$ cat src/rtl/mrs_pkg.sv
// ----------------------------------------------------------------------------
// mrs_pkg
// Shared widths, mode and register codes, command and status types and the
// start-value helpers of the masked reduction statistics block.
// ----------------------------------------------------------------------------
`default_nettype none

package mrs_pkg;

    // Field widths
    localparam int SAMPLE_BITS      = 16;
    localparam int VALUE_BITS       = 64;
    localparam int USED_BITS        = 17;
    localparam int MODE_BITS        = 4;
    localparam int CFG_INDEX_BITS   = 1;
    localparam int CFG_DATA_BITS    = 4;
    localparam int MAX_SET_SIZE_DEF = 65536;

    // Mean results carry eight fraction bits (1.0 is 256)
    localparam int FRAC_BITS = 8;
    localparam int DIV_BITS  = VALUE_BITS + FRAC_BITS;
    localparam int DIV_STEPS = DIV_BITS;

    // Signed 64-bit limits
    localparam logic [VALUE_BITS-1:0] VALUE_MAX = {1'b0, {(VALUE_BITS-1){1'b1}}};
    localparam logic [VALUE_BITS-1:0] VALUE_MIN = {1'b1, {(VALUE_BITS-1){1'b0}}};

    // Reduction modes
    localparam logic [MODE_BITS-1:0] MODE_SUM     = 4'd0;
    localparam logic [MODE_BITS-1:0] MODE_MEAN    = 4'd1;
    localparam logic [MODE_BITS-1:0] MODE_SUMABS  = 4'd2;
    localparam logic [MODE_BITS-1:0] MODE_MEANABS = 4'd3;
    localparam logic [MODE_BITS-1:0] MODE_SUMSQ   = 4'd4;
    localparam logic [MODE_BITS-1:0] MODE_MEANSQ  = 4'd5;
    localparam logic [MODE_BITS-1:0] MODE_PRODUCT = 4'd6;
    localparam logic [MODE_BITS-1:0] MODE_MAX     = 4'd7;
    localparam logic [MODE_BITS-1:0] MODE_MIN     = 4'd8;

    // Configuration register indexes
    localparam logic [CFG_INDEX_BITS-1:0] REG_REDUCE_MODE = 1'd0;
    localparam logic [CFG_INDEX_BITS-1:0] REG_MASK_ENABLE = 1'd1;

    // Controller to datapath commands
    typedef struct packed {
        logic capture;
        logic update;
        logic div_load;
        logic div_step;
        logic deliver;
    } cmd_t;

    // Datapath to controller status
    typedef struct packed {
        logic last_item;
        logic count_zero;
    } status_t;

    // Map the unused mode codes onto sum
    function automatic logic [MODE_BITS-1:0] eff_mode(input logic [MODE_BITS-1:0] m);
        return (m > MODE_MIN) ? MODE_SUM : m;
    endfunction

    function automatic logic is_mean(input logic [MODE_BITS-1:0] m);
        return (m == MODE_MEAN) || (m == MODE_MEANABS) || (m == MODE_MEANSQ);
    endfunction

    // Accumulator value at the start of a set
    function automatic logic [VALUE_BITS-1:0] start_value(input logic [MODE_BITS-1:0] m);
        logic [VALUE_BITS-1:0] r;
        unique case (m)
            MODE_PRODUCT: r = {{(VALUE_BITS-1){1'b0}}, 1'b1};
            MODE_MAX:     r = {{(VALUE_BITS-SAMPLE_BITS+1){1'b1}}, {(SAMPLE_BITS-1){1'b0}}};
            MODE_MIN:     r = {{(VALUE_BITS-SAMPLE_BITS+1){1'b0}}, {(SAMPLE_BITS-1){1'b1}}};
            default:      r = '0;
        endcase
        return r;
    endfunction

endpackage

`default_nettype wire

$ cat src/rtl/masked_reduction_statistics.sv
// ----------------------------------------------------------------------------
// masked_reduction_statistics
// Each item is accepted, then applied to the accumulator in an update step.
// A set's result is loaded into the output register after the last item's
// update, once that register is free; mean modes over a non-empty set first
// pass the bit-serial divider (one load, then 72 quotient bits, one per cycle).
// Reset: sum mode, masking off, empty set, no result pending.
// ----------------------------------------------------------------------------
`default_nettype none

module masked_reduction_statistics #(
    parameter int MAX_SET_SIZE = mrs_pkg::MAX_SET_SIZE_DEF
) (
    input  wire logic                                      clk,
    input  wire logic                                      rst_n,
    // configuration write port
    input  wire logic                                      cfg_we,
    input  wire logic [mrs_pkg::CFG_INDEX_BITS-1:0]        cfg_index,
    input  wire logic [mrs_pkg::CFG_DATA_BITS-1:0]         cfg_wdata,
    // sample channel
    input  wire logic                                      in_valid,
    output logic                                           in_stall,
    input  wire logic signed [mrs_pkg::SAMPLE_BITS-1:0]    sample,
    input  wire logic                                      included,
    input  wire logic                                      last_sample,
    // result channel
    output logic                                           out_valid,
    input  wire logic                                      out_stall,
    output logic signed [mrs_pkg::VALUE_BITS-1:0]          value,
    output logic [mrs_pkg::USED_BITS-1:0]                  used_count,
    output logic                                           overflowed
);

    logic [mrs_pkg::MODE_BITS-1:0] mode_reg, mode_next;
    logic                          mask_reg, mask_next;
    logic                          mode_wr;
    logic [mrs_pkg::MODE_BITS-1:0] mode_eff;
    logic [mrs_pkg::MODE_BITS-1:0] restart_mode;

    mrs_pkg::cmd_t    cmd;
    mrs_pkg::status_t status;

    // Configuration registers
    always_comb
    begin
        mode_wr   = cfg_we && (cfg_index == mrs_pkg::REG_REDUCE_MODE);
        mode_next = mode_wr ? cfg_wdata[mrs_pkg::MODE_BITS-1:0] : mode_reg;
        mask_next = (cfg_we && (cfg_index == mrs_pkg::REG_MASK_ENABLE)) ? cfg_wdata[0]
                                                                          : mask_reg;
        mode_eff     = mrs_pkg::eff_mode(mode_reg);
        restart_mode = mrs_pkg::eff_mode(mode_next);
    end

    always_ff @(posedge clk or negedge rst_n)
    begin
        if (!rst_n)
        begin
            mode_reg <= mrs_pkg::MODE_SUM;
            mask_reg <= 1'b0;
        end
        else
        begin
            mode_reg <= mode_next;
            mask_reg <= mask_next;
        end
    end

    mrs_ctrl u_ctrl (
        .clk       (clk),
        .rst_n     (rst_n),
        .in_valid  (in_valid),
        .in_stall  (in_stall),
        .out_valid (out_valid),
        .out_stall (out_stall),
        .mean_mode (mrs_pkg::is_mean(mode_eff)),
        .status    (status),
        .cmd       (cmd)
    );

    mrs_datapath #(
        .MAX_SET_SIZE (MAX_SET_SIZE)
    ) u_datapath (
        .clk          (clk),
        .rst_n        (rst_n),
        .sample       (sample),
        .included     (included),
        .last_sample  (last_sample),
        .mode         (mode_eff),
        .restart_mode (restart_mode),
        .mask_enable  (mask_reg),
        .cfg_restart  (mode_wr),
        .cmd          (cmd),
        .status       (status),
        .value        (value),
        .used_count   (used_count),
        .overflowed   (overflowed)
    );

endmodule

`default_nettype wire

$ cat src/rtl/mrs_datapath.sv
// ----------------------------------------------------------------------------
// mrs_datapath
// Accumulator, sample counter, saturation flag, product and square units,
// bit-serial mean divider and the output register.
// ----------------------------------------------------------------------------
`default_nettype none

module mrs_datapath #(
    parameter int MAX_SET_SIZE = mrs_pkg::MAX_SET_SIZE_DEF
) (
    input  wire logic                                  clk,
    input  wire logic                                  rst_n,
    input  wire logic signed [mrs_pkg::SAMPLE_BITS-1:0] sample,
    input  wire logic                                  included,
    input  wire logic                                  last_sample,
    input  wire logic [mrs_pkg::MODE_BITS-1:0]         mode,
    input  wire logic [mrs_pkg::MODE_BITS-1:0]         restart_mode,
    input  wire logic                                  mask_enable,
    input  wire logic                                  cfg_restart,
    input  wire mrs_pkg::cmd_t                         cmd,
    output mrs_pkg::status_t                           status,
    output logic signed [mrs_pkg::VALUE_BITS-1:0]      value,
    output logic [mrs_pkg::USED_BITS-1:0]              used_count,
    output logic                                       overflowed
);

    localparam int CNT_BITS  = $clog2(MAX_SET_SIZE + 1);
    localparam int SB        = mrs_pkg::SAMPLE_BITS;
    localparam int VB        = mrs_pkg::VALUE_BITS;
    localparam int HALF      = VB / 2;
    localparam int PP_BITS   = HALF + SB;
    localparam int PROD_BITS = VB + SB;
    localparam int DB        = mrs_pkg::DIV_BITS;
    localparam int FB        = mrs_pkg::FRAC_BITS;

    // State of the running set
    logic [VB-1:0]       acc_reg,   acc_next;
    logic [CNT_BITS-1:0] count_reg, count_next;
    logic                sat_reg,   sat_next;

    // Captured item
    logic [VB-1:0]      term_reg;
    logic [PP_BITS-1:0] pp_lo_reg, pp_hi_reg;
    logic               neg_reg, use_reg, last_reg;

    // Divider
    logic [DB-1:0]       quo_reg;
    logic [CNT_BITS-1:0] rem_reg;
    logic                div_neg_reg;

    // Output register
    logic [VB-1:0]                value_reg;
    logic [mrs_pkg::USED_BITS-1:0] used_reg;
    logic                          ovf_reg;

    // Capture side
    logic [SB-1:0]     sample_u;
    logic [SB-1:0]     x_mag;
    logic [VB-1:0]     x_ext;
    logic [VB-1:0]     acc_mag;
    logic [2*SB-1:0]   x_sq;
    logic [VB-1:0]     term_in;
    logic              use_in, full;

    // Update side
    logic [VB-1:0]        sum;
    logic                 add_ovf;
    logic [PROD_BITS-1:0] prod, prod_lim;
    logic                 prod_sat;
    logic [VB-1:0]        acc_upd;
    logic                 upd_sat;

    // Divider and mean result
    logic [CNT_BITS:0]   rem_shift, rem_diff;
    logic                rem_ge;
    logic [DB-1:0]       mean_lim;
    logic                mean_sat, sel_mean;
    logic [VB-1:0]       mean_val;

    // Condition the incoming sample
    always_comb
    begin
        sample_u = sample;
        x_mag    = sample_u[SB-1] ? (~sample_u + 1'b1) : sample_u;
        x_ext    = {{(VB-SB){sample_u[SB-1]}}, sample_u};
        acc_mag  = acc_reg[VB-1] ? (~acc_reg + 1'b1) : acc_reg;
        x_sq     = x_mag * x_mag;
        use_in   = !(mask_enable && !included);
        full     = count_reg >= CNT_BITS'(MAX_SET_SIZE);
        unique case (mode)
            mrs_pkg::MODE_SUMABS, mrs_pkg::MODE_MEANABS: term_in = VB'(x_mag);
            mrs_pkg::MODE_SUMSQ,  mrs_pkg::MODE_MEANSQ:  term_in = VB'(x_sq);
            default:                                     term_in = x_ext;
        endcase
    end

    // Hold the captured item and its partial products
    always_ff @(posedge clk)
    begin
        if (cmd.capture)
        begin
            term_reg  <= term_in;
            pp_lo_reg <= acc_mag[HALF-1:0] * x_mag;
            pp_hi_reg <= acc_mag[VB-1:HALF] * x_mag;
            neg_reg   <= acc_reg[VB-1] ^ sample_u[SB-1];
        end
    end

    always_ff @(posedge clk or negedge rst_n)
    begin
        if (!rst_n)
        begin
            use_reg  <= 1'b0;
            last_reg <= 1'b0;
        end
        else if (cmd.capture)
        begin
            use_reg  <= use_in && !full;
            last_reg <= last_sample;
        end
    end

    // Combine the captured term with the accumulator
    always_comb
    begin
        sum      = acc_reg + term_reg;
        add_ovf  = (acc_reg[VB-1] == term_reg[VB-1]) && (sum[VB-1] != acc_reg[VB-1]);
        prod     = {pp_hi_reg, {HALF{1'b0}}} + PROD_BITS'(pp_lo_reg);
        prod_lim = PROD_BITS'(neg_reg ? mrs_pkg::VALUE_MIN : mrs_pkg::VALUE_MAX);
        prod_sat = prod > prod_lim;
        acc_upd  = acc_reg;
        upd_sat  = 1'b0;
        unique case (mode)
            mrs_pkg::MODE_PRODUCT:
            begin
                if (prod_sat)
                begin
                    acc_upd = neg_reg ? mrs_pkg::VALUE_MIN : mrs_pkg::VALUE_MAX;
                    upd_sat = 1'b1;
                end
                else
                begin
                    acc_upd = neg_reg ? (~prod[VB-1:0] + 1'b1) : prod[VB-1:0];
                end
            end
            mrs_pkg::MODE_MAX:
            begin
                if ($signed(term_reg) > $signed(acc_reg))
                    acc_upd = term_reg;
            end
            mrs_pkg::MODE_MIN:
            begin
                if ($signed(term_reg) < $signed(acc_reg))
                    acc_upd = term_reg;
            end
            default:
            begin
                if (add_ovf)
                begin
                    acc_upd = term_reg[VB-1] ? mrs_pkg::VALUE_MIN : mrs_pkg::VALUE_MAX;
                    upd_sat = 1'b1;
                end
                else
                begin
                    acc_upd = sum;
                end
            end
        endcase
    end

    // Next set state: restart, count on capture, apply on update
    always_comb
    begin
        acc_next   = acc_reg;
        count_next = count_reg;
        sat_next   = sat_reg;
        if (cmd.deliver || cfg_restart)
        begin
            acc_next   = mrs_pkg::start_value(restart_mode);
            count_next = '0;
            sat_next   = 1'b0;
        end
        else if (cmd.capture)
        begin
            if (use_in && !full)
                count_next = count_reg + 1'b1;
            if (use_in && full)
                sat_next = 1'b1;
        end
        else if (cmd.update && use_reg)
        begin
            acc_next = acc_upd;
            sat_next = sat_reg | upd_sat;
        end
    end

    always_ff @(posedge clk or negedge rst_n)
    begin
        if (!rst_n)
        begin
            acc_reg   <= mrs_pkg::start_value(mrs_pkg::MODE_SUM);
            count_reg <= '0;
            sat_reg   <= 1'b0;
        end
        else
        begin
            acc_reg   <= acc_next;
            count_reg <= count_next;
            sat_reg   <= sat_next;
        end
    end

    // One restoring division step per cycle: (|acc| * 256) / count
    always_comb
    begin
        rem_shift = {rem_reg, quo_reg[DB-1]};
        rem_diff  = rem_shift - {1'b0, count_reg};
        rem_ge    = rem_shift >= {1'b0, count_reg};
    end

    always_ff @(posedge clk)
    begin
        if (cmd.div_load)
        begin
            quo_reg     <= {acc_mag, {FB{1'b0}}};
            rem_reg     <= '0;
            div_neg_reg <= acc_reg[VB-1];
        end
        else if (cmd.div_step)
        begin
            quo_reg <= {quo_reg[DB-2:0], rem_ge};
            rem_reg <= rem_ge ? rem_diff[CNT_BITS-1:0] : rem_shift[CNT_BITS-1:0];
        end
    end

    // Saturate and sign the mean
    always_comb
    begin
        mean_lim = DB'(div_neg_reg ? mrs_pkg::VALUE_MIN : mrs_pkg::VALUE_MAX);
        mean_sat = quo_reg > mean_lim;
        if (mean_sat)
            mean_val = div_neg_reg ? mrs_pkg::VALUE_MIN : mrs_pkg::VALUE_MAX;
        else
            mean_val = div_neg_reg ? (~quo_reg[VB-1:0] + 1'b1) : quo_reg[VB-1:0];
        sel_mean = mrs_pkg::is_mean(mode) && (count_reg != '0);
    end

    // Load the result item
    always_ff @(posedge clk)
    begin
        if (cmd.deliver)
        begin
            value_reg <= sel_mean ? mean_val : acc_reg;
            used_reg  <= mrs_pkg::USED_BITS'(count_reg);
            ovf_reg   <= sat_reg | (sel_mean && mean_sat);
        end
    end

    assign value             = value_reg;
    assign used_count        = used_reg;
    assign overflowed        = ovf_reg;
    assign status.last_item  = last_reg;
    assign status.count_zero = (count_reg == '0);

    // The set never grows past its limit
    a_count_bound: assert property (@(posedge clk) disable iff (!rst_n)
        count_reg <= CNT_BITS'(MAX_SET_SIZE))
        else $error("sample count beyond set limit");

    // Partial remainder stays below the divisor
    a_rem_bound: assert property (@(posedge clk) disable iff (!rst_n)
        cmd.div_step |=> rem_reg < count_reg)
        else $error("divider remainder not below count");

    // Saturation clears only on a restart
    a_sat_sticky: assert property (@(posedge clk) disable iff (!rst_n)
        $fell(sat_reg) |-> $past(cmd.deliver || cfg_restart))
        else $error("saturation flag lost within a set");

    // A saturated set reports overflow
    a_ovf_reported: assert property (@(posedge clk) disable iff (!rst_n)
        (cmd.deliver && sat_reg) |=> overflowed)
        else $error("saturated set delivered without overflow");

endmodule

`default_nettype wire

$ cat src/rtl/mrs_ctrl.sv
// ----------------------------------------------------------------------------
// mrs_ctrl
// Controller: item handshake, update sequencing, divider step count and the
// valid bit of the output register.
// ----------------------------------------------------------------------------
`default_nettype none

module mrs_ctrl (
    input  wire logic              clk,
    input  wire logic              rst_n,
    input  wire logic              in_valid,
    output logic                   in_stall,
    output logic                   out_valid,
    input  wire logic              out_stall,
    input  wire logic              mean_mode,
    input  wire mrs_pkg::status_t  status,
    output mrs_pkg::cmd_t          cmd
);

    localparam logic [2:0] S_IDLE     = 3'd0;
    localparam logic [2:0] S_UPDATE   = 3'd1;
    localparam logic [2:0] S_DIV_INIT = 3'd2;
    localparam logic [2:0] S_DIVIDE   = 3'd3;
    localparam logic [2:0] S_DELIVER  = 3'd4;

    localparam int STEP_BITS = $clog2(mrs_pkg::DIV_STEPS);
    localparam logic [STEP_BITS-1:0] STEP_LAST = STEP_BITS'(mrs_pkg::DIV_STEPS - 1);

    logic [2:0]           state_reg, state_next;
    logic [STEP_BITS-1:0] step_reg,  step_next;
    logic                 out_valid_reg, out_valid_next;
    logic                 out_free;

    assign out_free = !out_valid_reg || !out_stall;

    // Sequence one item, then the set's result
    always_comb
    begin
        state_next = state_reg;
        step_next  = step_reg;
        cmd        = '0;
        unique case (state_reg)
            S_IDLE:
            begin
                if (in_valid)
                begin
                    cmd.capture = 1'b1;
                    state_next  = S_UPDATE;
                end
            end
            S_UPDATE:
            begin
                cmd.update = 1'b1;
                if (!status.last_item)
                    state_next = S_IDLE;
                else if (mean_mode && !status.count_zero)
                    state_next = S_DIV_INIT;
                else
                    state_next = S_DELIVER;
            end
            S_DIV_INIT:
            begin
                cmd.div_load = 1'b1;
                step_next    = '0;
                state_next   = S_DIVIDE;
            end
            S_DIVIDE:
            begin
                cmd.div_step = 1'b1;
                step_next    = step_reg + 1'b1;
                if (step_reg == STEP_LAST)
                    state_next = S_DELIVER;
            end
            S_DELIVER:
            begin
                if (out_free)
                begin
                    cmd.deliver = 1'b1;
                    state_next  = S_IDLE;
                end
            end
            default:
            begin
                state_next = S_IDLE;
            end
        endcase
    end

    // Hold the result valid until taken, reload when a new one is ready
    always_comb
    begin
        out_valid_next = out_valid_reg;
        if (cmd.deliver)
            out_valid_next = 1'b1;
        else if (!out_stall)
            out_valid_next = 1'b0;
    end

    always_ff @(posedge clk or negedge rst_n)
    begin
        if (!rst_n)
        begin
            state_reg     <= S_IDLE;
            step_reg      <= '0;
            out_valid_reg <= 1'b0;
        end
        else
        begin
            state_reg     <= state_next;
            step_reg      <= step_next;
            out_valid_reg <= out_valid_next;
        end
    end

    assign in_stall  = (state_reg != S_IDLE);
    assign out_valid = out_valid_reg;

    // A result is never written over one still waiting
    a_deliver_free: assert property (@(posedge clk) disable iff (!rst_n)
        cmd.deliver |-> (!out_valid_reg || !out_stall))
        else $error("result loaded over a pending one");

    // Output valid rises only from a delivery
    a_valid_source: assert property (@(posedge clk) disable iff (!rst_n)
        $rose(out_valid_reg) |-> $past(cmd.deliver))
        else $error("output valid without a delivery");

    // The divider runs its full step count and then delivers
    a_div_length: assert property (@(posedge clk) disable iff (!rst_n)
        (state_reg == S_DIVIDE && step_reg == STEP_LAST) |=> state_reg == S_DELIVER)
        else $error("divider did not finish on its last step");

endmodule

`default_nettype wire

$ cat config.mk
export PLATFORM = sky130hd
export DESIGN_NAME = masked_reduction_statistics
export DESIGN_NICKNAME = d
export VERILOG_FILES = /design/src/rtl/mrs_pkg.sv /design/src/rtl/masked_reduction_statistics.sv /design/src/rtl/mrs_datapath.sv /design/src/rtl/mrs_ctrl.sv
export SDC_FILE = /design/constraint.sdc
export NUM_CORES = 2
export LEC_CHECK = 0
export BUFFER_PORTS_ARGS = -buffer_cell sky130_fd_sc_hd__buf_2
export CAP_MARGIN = 20
export CORE_MARGIN = 8
export CORE_UTILIZATION = 55
export DETAILED_ROUTE_END_ITERATION = 12
export PLACE_DENSITY_LB_ADDON = 0.15
export SYNTH_ARGS = -nofsm -noshare
export SYNTH_HDL_FRONTEND = slang
export SYNTH_HIERARCHICAL = 1
export SYNTH_SLANG_ARGS = --single-unit
$ cat constraint.sdc
create_clock -name clk -period 40.2 [get_ports clk]
set_input_delay 4.02 -clock clk [delete_from_list [all_inputs] [get_ports clk]]
set_output_delay 4.02 -clock clk [all_outputs]
set_load 0.01 [all_outputs]
==> results by group <==
Final layout
  • Area grow syn2layout: 6.99%
  • Number of fill cells: 11.3k
  • Max reg flops: 72
  • Final cell count without fillers: 9933
  • Layout cell share with drive strength beyond 1: 6.36%
  • # nets final: 9880

Floorplan
  • Die height: 375 um
  • Row count: 131
  • CORE AREA: 0.128 mm^2
  • I/O pin count: 112
  • Initial Utilization: 55.4%
  • Die Footprint: 0.140 mm^2
  • Die extent in x: 375 um

Detailed routing
  • DRC: 0
  • Via density per instance: 6.19
  • Metal1 wirelength: 95.7 mm
  • Drt first pass iters: 5
  • Met2 WL: 108 mm
  • Drt total wl: 246 mm
  • Routed wire length per instance: 24.8 um
  • Detail Route Antenna Nets: 0
  • Vias post-DR: 61.5k
  • DRT iter0 DRCs: 6511
  • Max Used Layer: met5
  • Met3 Routed Length: 28.8 mm

Synth
  • Count leader, synth: inv_1
  • Synth Cell Area: 0.0707 mm^2
  • Yosys top cell area share: 28.4%
  • FF+latch count, synth: 402
  • Top cell type by total area after synthesis: fa_1
  • Avg Inst Size Synth: 8.59 um^2
  • Synth top cells by count: 1369 x inv_1, 1005 x fa_1, 954 x nand2_1
  • Area contributors post-synth: fa_1 28%, edfxtp_1 12%, ha_1 11%, inv_1 7.3%, nand2_1 5.1%
  • Netlist cell types: 104
  • Most used DFF post-synth: edfxtp_1
  • Seq/Total Area, Yosys: 16.0%
  • Post-Synthesis Cells: 8230
  • Ys async rst share: 24.9%
  • Synth warnings: 6
  • EDFF count, synth: 277

CTS
  • Clock sink count: 402
  • Hold-fix buffers, CTS: 0
  • H-tree depth: 2
  • Post-CTS setup buffers: 0
  • Root buffer cell: clkbuf_16
  • Clock transition at path regs: 0.07 ns
  • Skew-Pair Late Insertion Delay: 0.68 ns
  • PostCTS Resize Cnt: 0
  • CTS Buf Count: 50
  • Clk buf depth: 3
  • TritonCTS clock tree: yes

Timing
  • Slew headroom: 9.41%
  • Skew final: 0.0804 ns
  • Final setup fails: 0
  • Setup TNS: 0 ns
  • Worst Tran Pin Value: 1.35 ns
  • Count of pins over their slew limit: 0
  • Hold Fails Final Rpt: 0
  • RSZ-0062 raised after global routing: no
  • Final period util: 35.4%
  • Period minus WS final: 14.25 ns
  • Max frequency: 0.0702 GHz

Critical path
  • RR Endpoint: u_datapath/pp_hi_reg[41]$_DFFE_PP_
  • R2R depth: 35
  • Most frequent CP cell: fa_1
  • Critical Setup Path Class: in -> reg
  • Max FO, Critical Path: 50
  • Element type at the critical path start: primary input
  • CP Data Arrival Time: 14.60 ns
  • Slowest CP cell: o41ai_1
  • Critical Path RT: 40.55 ns
  • R2r startpoint: u_datapath/acc_reg[0]$_DFFE_PN0P_
  • Critical path's largest stage delay: 0.90 ns
  • Flop2flop setup slack: 28.17 ns
  • Worst setup EP type: flip-flop

GRT
  • Number of global-route vias before repair: 61.5k
  • Pin count of the biggest net entering global routing: 85
  • Initial antenna violation count: 20
  • Global route overflow: 0
  • Total GRT Usage: 34.7%
  • Global-route wire length before repair: 376 mm

Hold path
  • Hold path depth: 0
  • Hold Startpoint: u_datapath/count_reg[7]$_DFFE_PN0P_
  • Hold path endpoint: u_datapath/used_count[7]$_DFFE_PP_
  • Hold WC Path Type: reg -> reg

Placement
  • Port Buffers: 111
  • Placed Instances: 9820
  • Routability Congestion: 1.00
  • HPWL after detailed placement: 193 mm

Job
  • Max cap viols: 0

Run status
  • Status: finished, final reports clean
worst max path at each step:
stage | endpoint | startpoint | cells after the start | slack [ns]
detailed placement | u_datapath/pp_lo_reg[47]$_DFFE_PP_ | sample[3] | 32 | 25.55
global route | u_datapath/pp_lo_reg[47]$_DFFE_PP_ | sample[3] | 33 | 25.53
finish | u_datapath/pp_lo_reg[47]$_DFFE_PP_ | sample[3] | 32 | 25.95
CTS | u_datapath/pp_lo_reg[47]$_DFFE_PP_ | sample[3] | 32 | 26.21
floorplan | u_datapath/count_reg[11]$_DFFE_PN0P_ | in_valid | 9 | 23.74
global placement | u_datapath/pp_lo_reg[47]$_DFFE_PP_ | sample[3] | 32 | 25.79
worst max-delay path: cells and delay by family:
kind	cells	cell delay [ns]
AND/OR/NAND/NOR	6	1.70
buffers and inverters	6	1.35
adder cells (fa/ha/maj)	7	3.43
AO/OA/AOI/OAI	11	3.79
XOR/XNOR	2	0.26
metrics by stage:
stage / hold WS (ns) / setup WS (ns) / area (um^2) / util (%)
floorplan: 0.423 / 23.74 / 70800 / -
global placement: 0.487 / 25.79 / 73800 / 57.8
CTS: 0.505 / 26.21 / 75600 / 59.2
global route: 0.525 / 25.53 / 75700 / 59.3
finish: 0.503 / 25.95 / 75700 / 59.3
detailed placement: 0.489 / 25.55 / 73800 / 57.8
cell usage in the layout, fill, tap and decap left out, drive strengths merged, types with 17 or more instances in the layout:
master	netlist	final
or2	19	19
o21a	34	34
nand3	107	107
a21oi	432	432
a221oi	51	51
clkinv	7	27
fa	1005	1005
o221ai	25	25
xor2	73	73
o311ai	17	17
nor2b	56	56
o21bai	41	41
nor4	64	64
edfxtp	277	277
o22ai	65	65
dfxtp	25	25
a22o	80	80
inv	1374	1387
ha	628	628
o31ai	36	36
nand4	73	73
nor3	177	177
xnor2	303	303
and2	64	64
a31oi	46	46
nand2	957	957
a211oi	57	57
and3	36	36
o41ai	18	18
nand2b	53	53
dfrtp	100	100
or3	55	55
mux2i	43	43
nor2	813	813
buf	30	298
o211ai	44	44
a21o	112	112
or4	33	33
o21ai	277	277
clkbuf	341	51
cell type report:
cell class	count	area, um^2	share of cell area [%]
flip-flops and latches	402	11300	15.0
multi-input cells	6086	53300	70.5
clock inverters	42	502	0.663
inverters	1381	5180	6.85
diodes	11	27.5	0.0364
well taps	1662	2080	2.75
clock buffers	51	1250	1.66
repair buffers	298	1960	2.59
cell families (layout without fill, tap and decap cells):
group,after synthesis,in the layout,synth area share (%)
and+or+nand+nor,2555,2555,16.3
buffers and inverters,1752,1772,9.33
adders and majority gates,1633,1633,39.6
xor gates and xnor gates,376,376,4.66
DFF,402,402,16.0
other,2,23,0.0106
muxes,59,59,0.900
AOI/OAI and AO/OA,1451,1451,13.3
layer usage:
metal / GRT usage, % / vias to the layer above
met3: 9.22 / 713
met2: 53.8 / 3343
met5: 0 / -
met4: 15.8 / 20
met1: 45.7 / 30400
li1: - / 27000
Power is not shown: default switching activity piles up to over one toggle a cycle in this logic, so the estimate is an artifact.
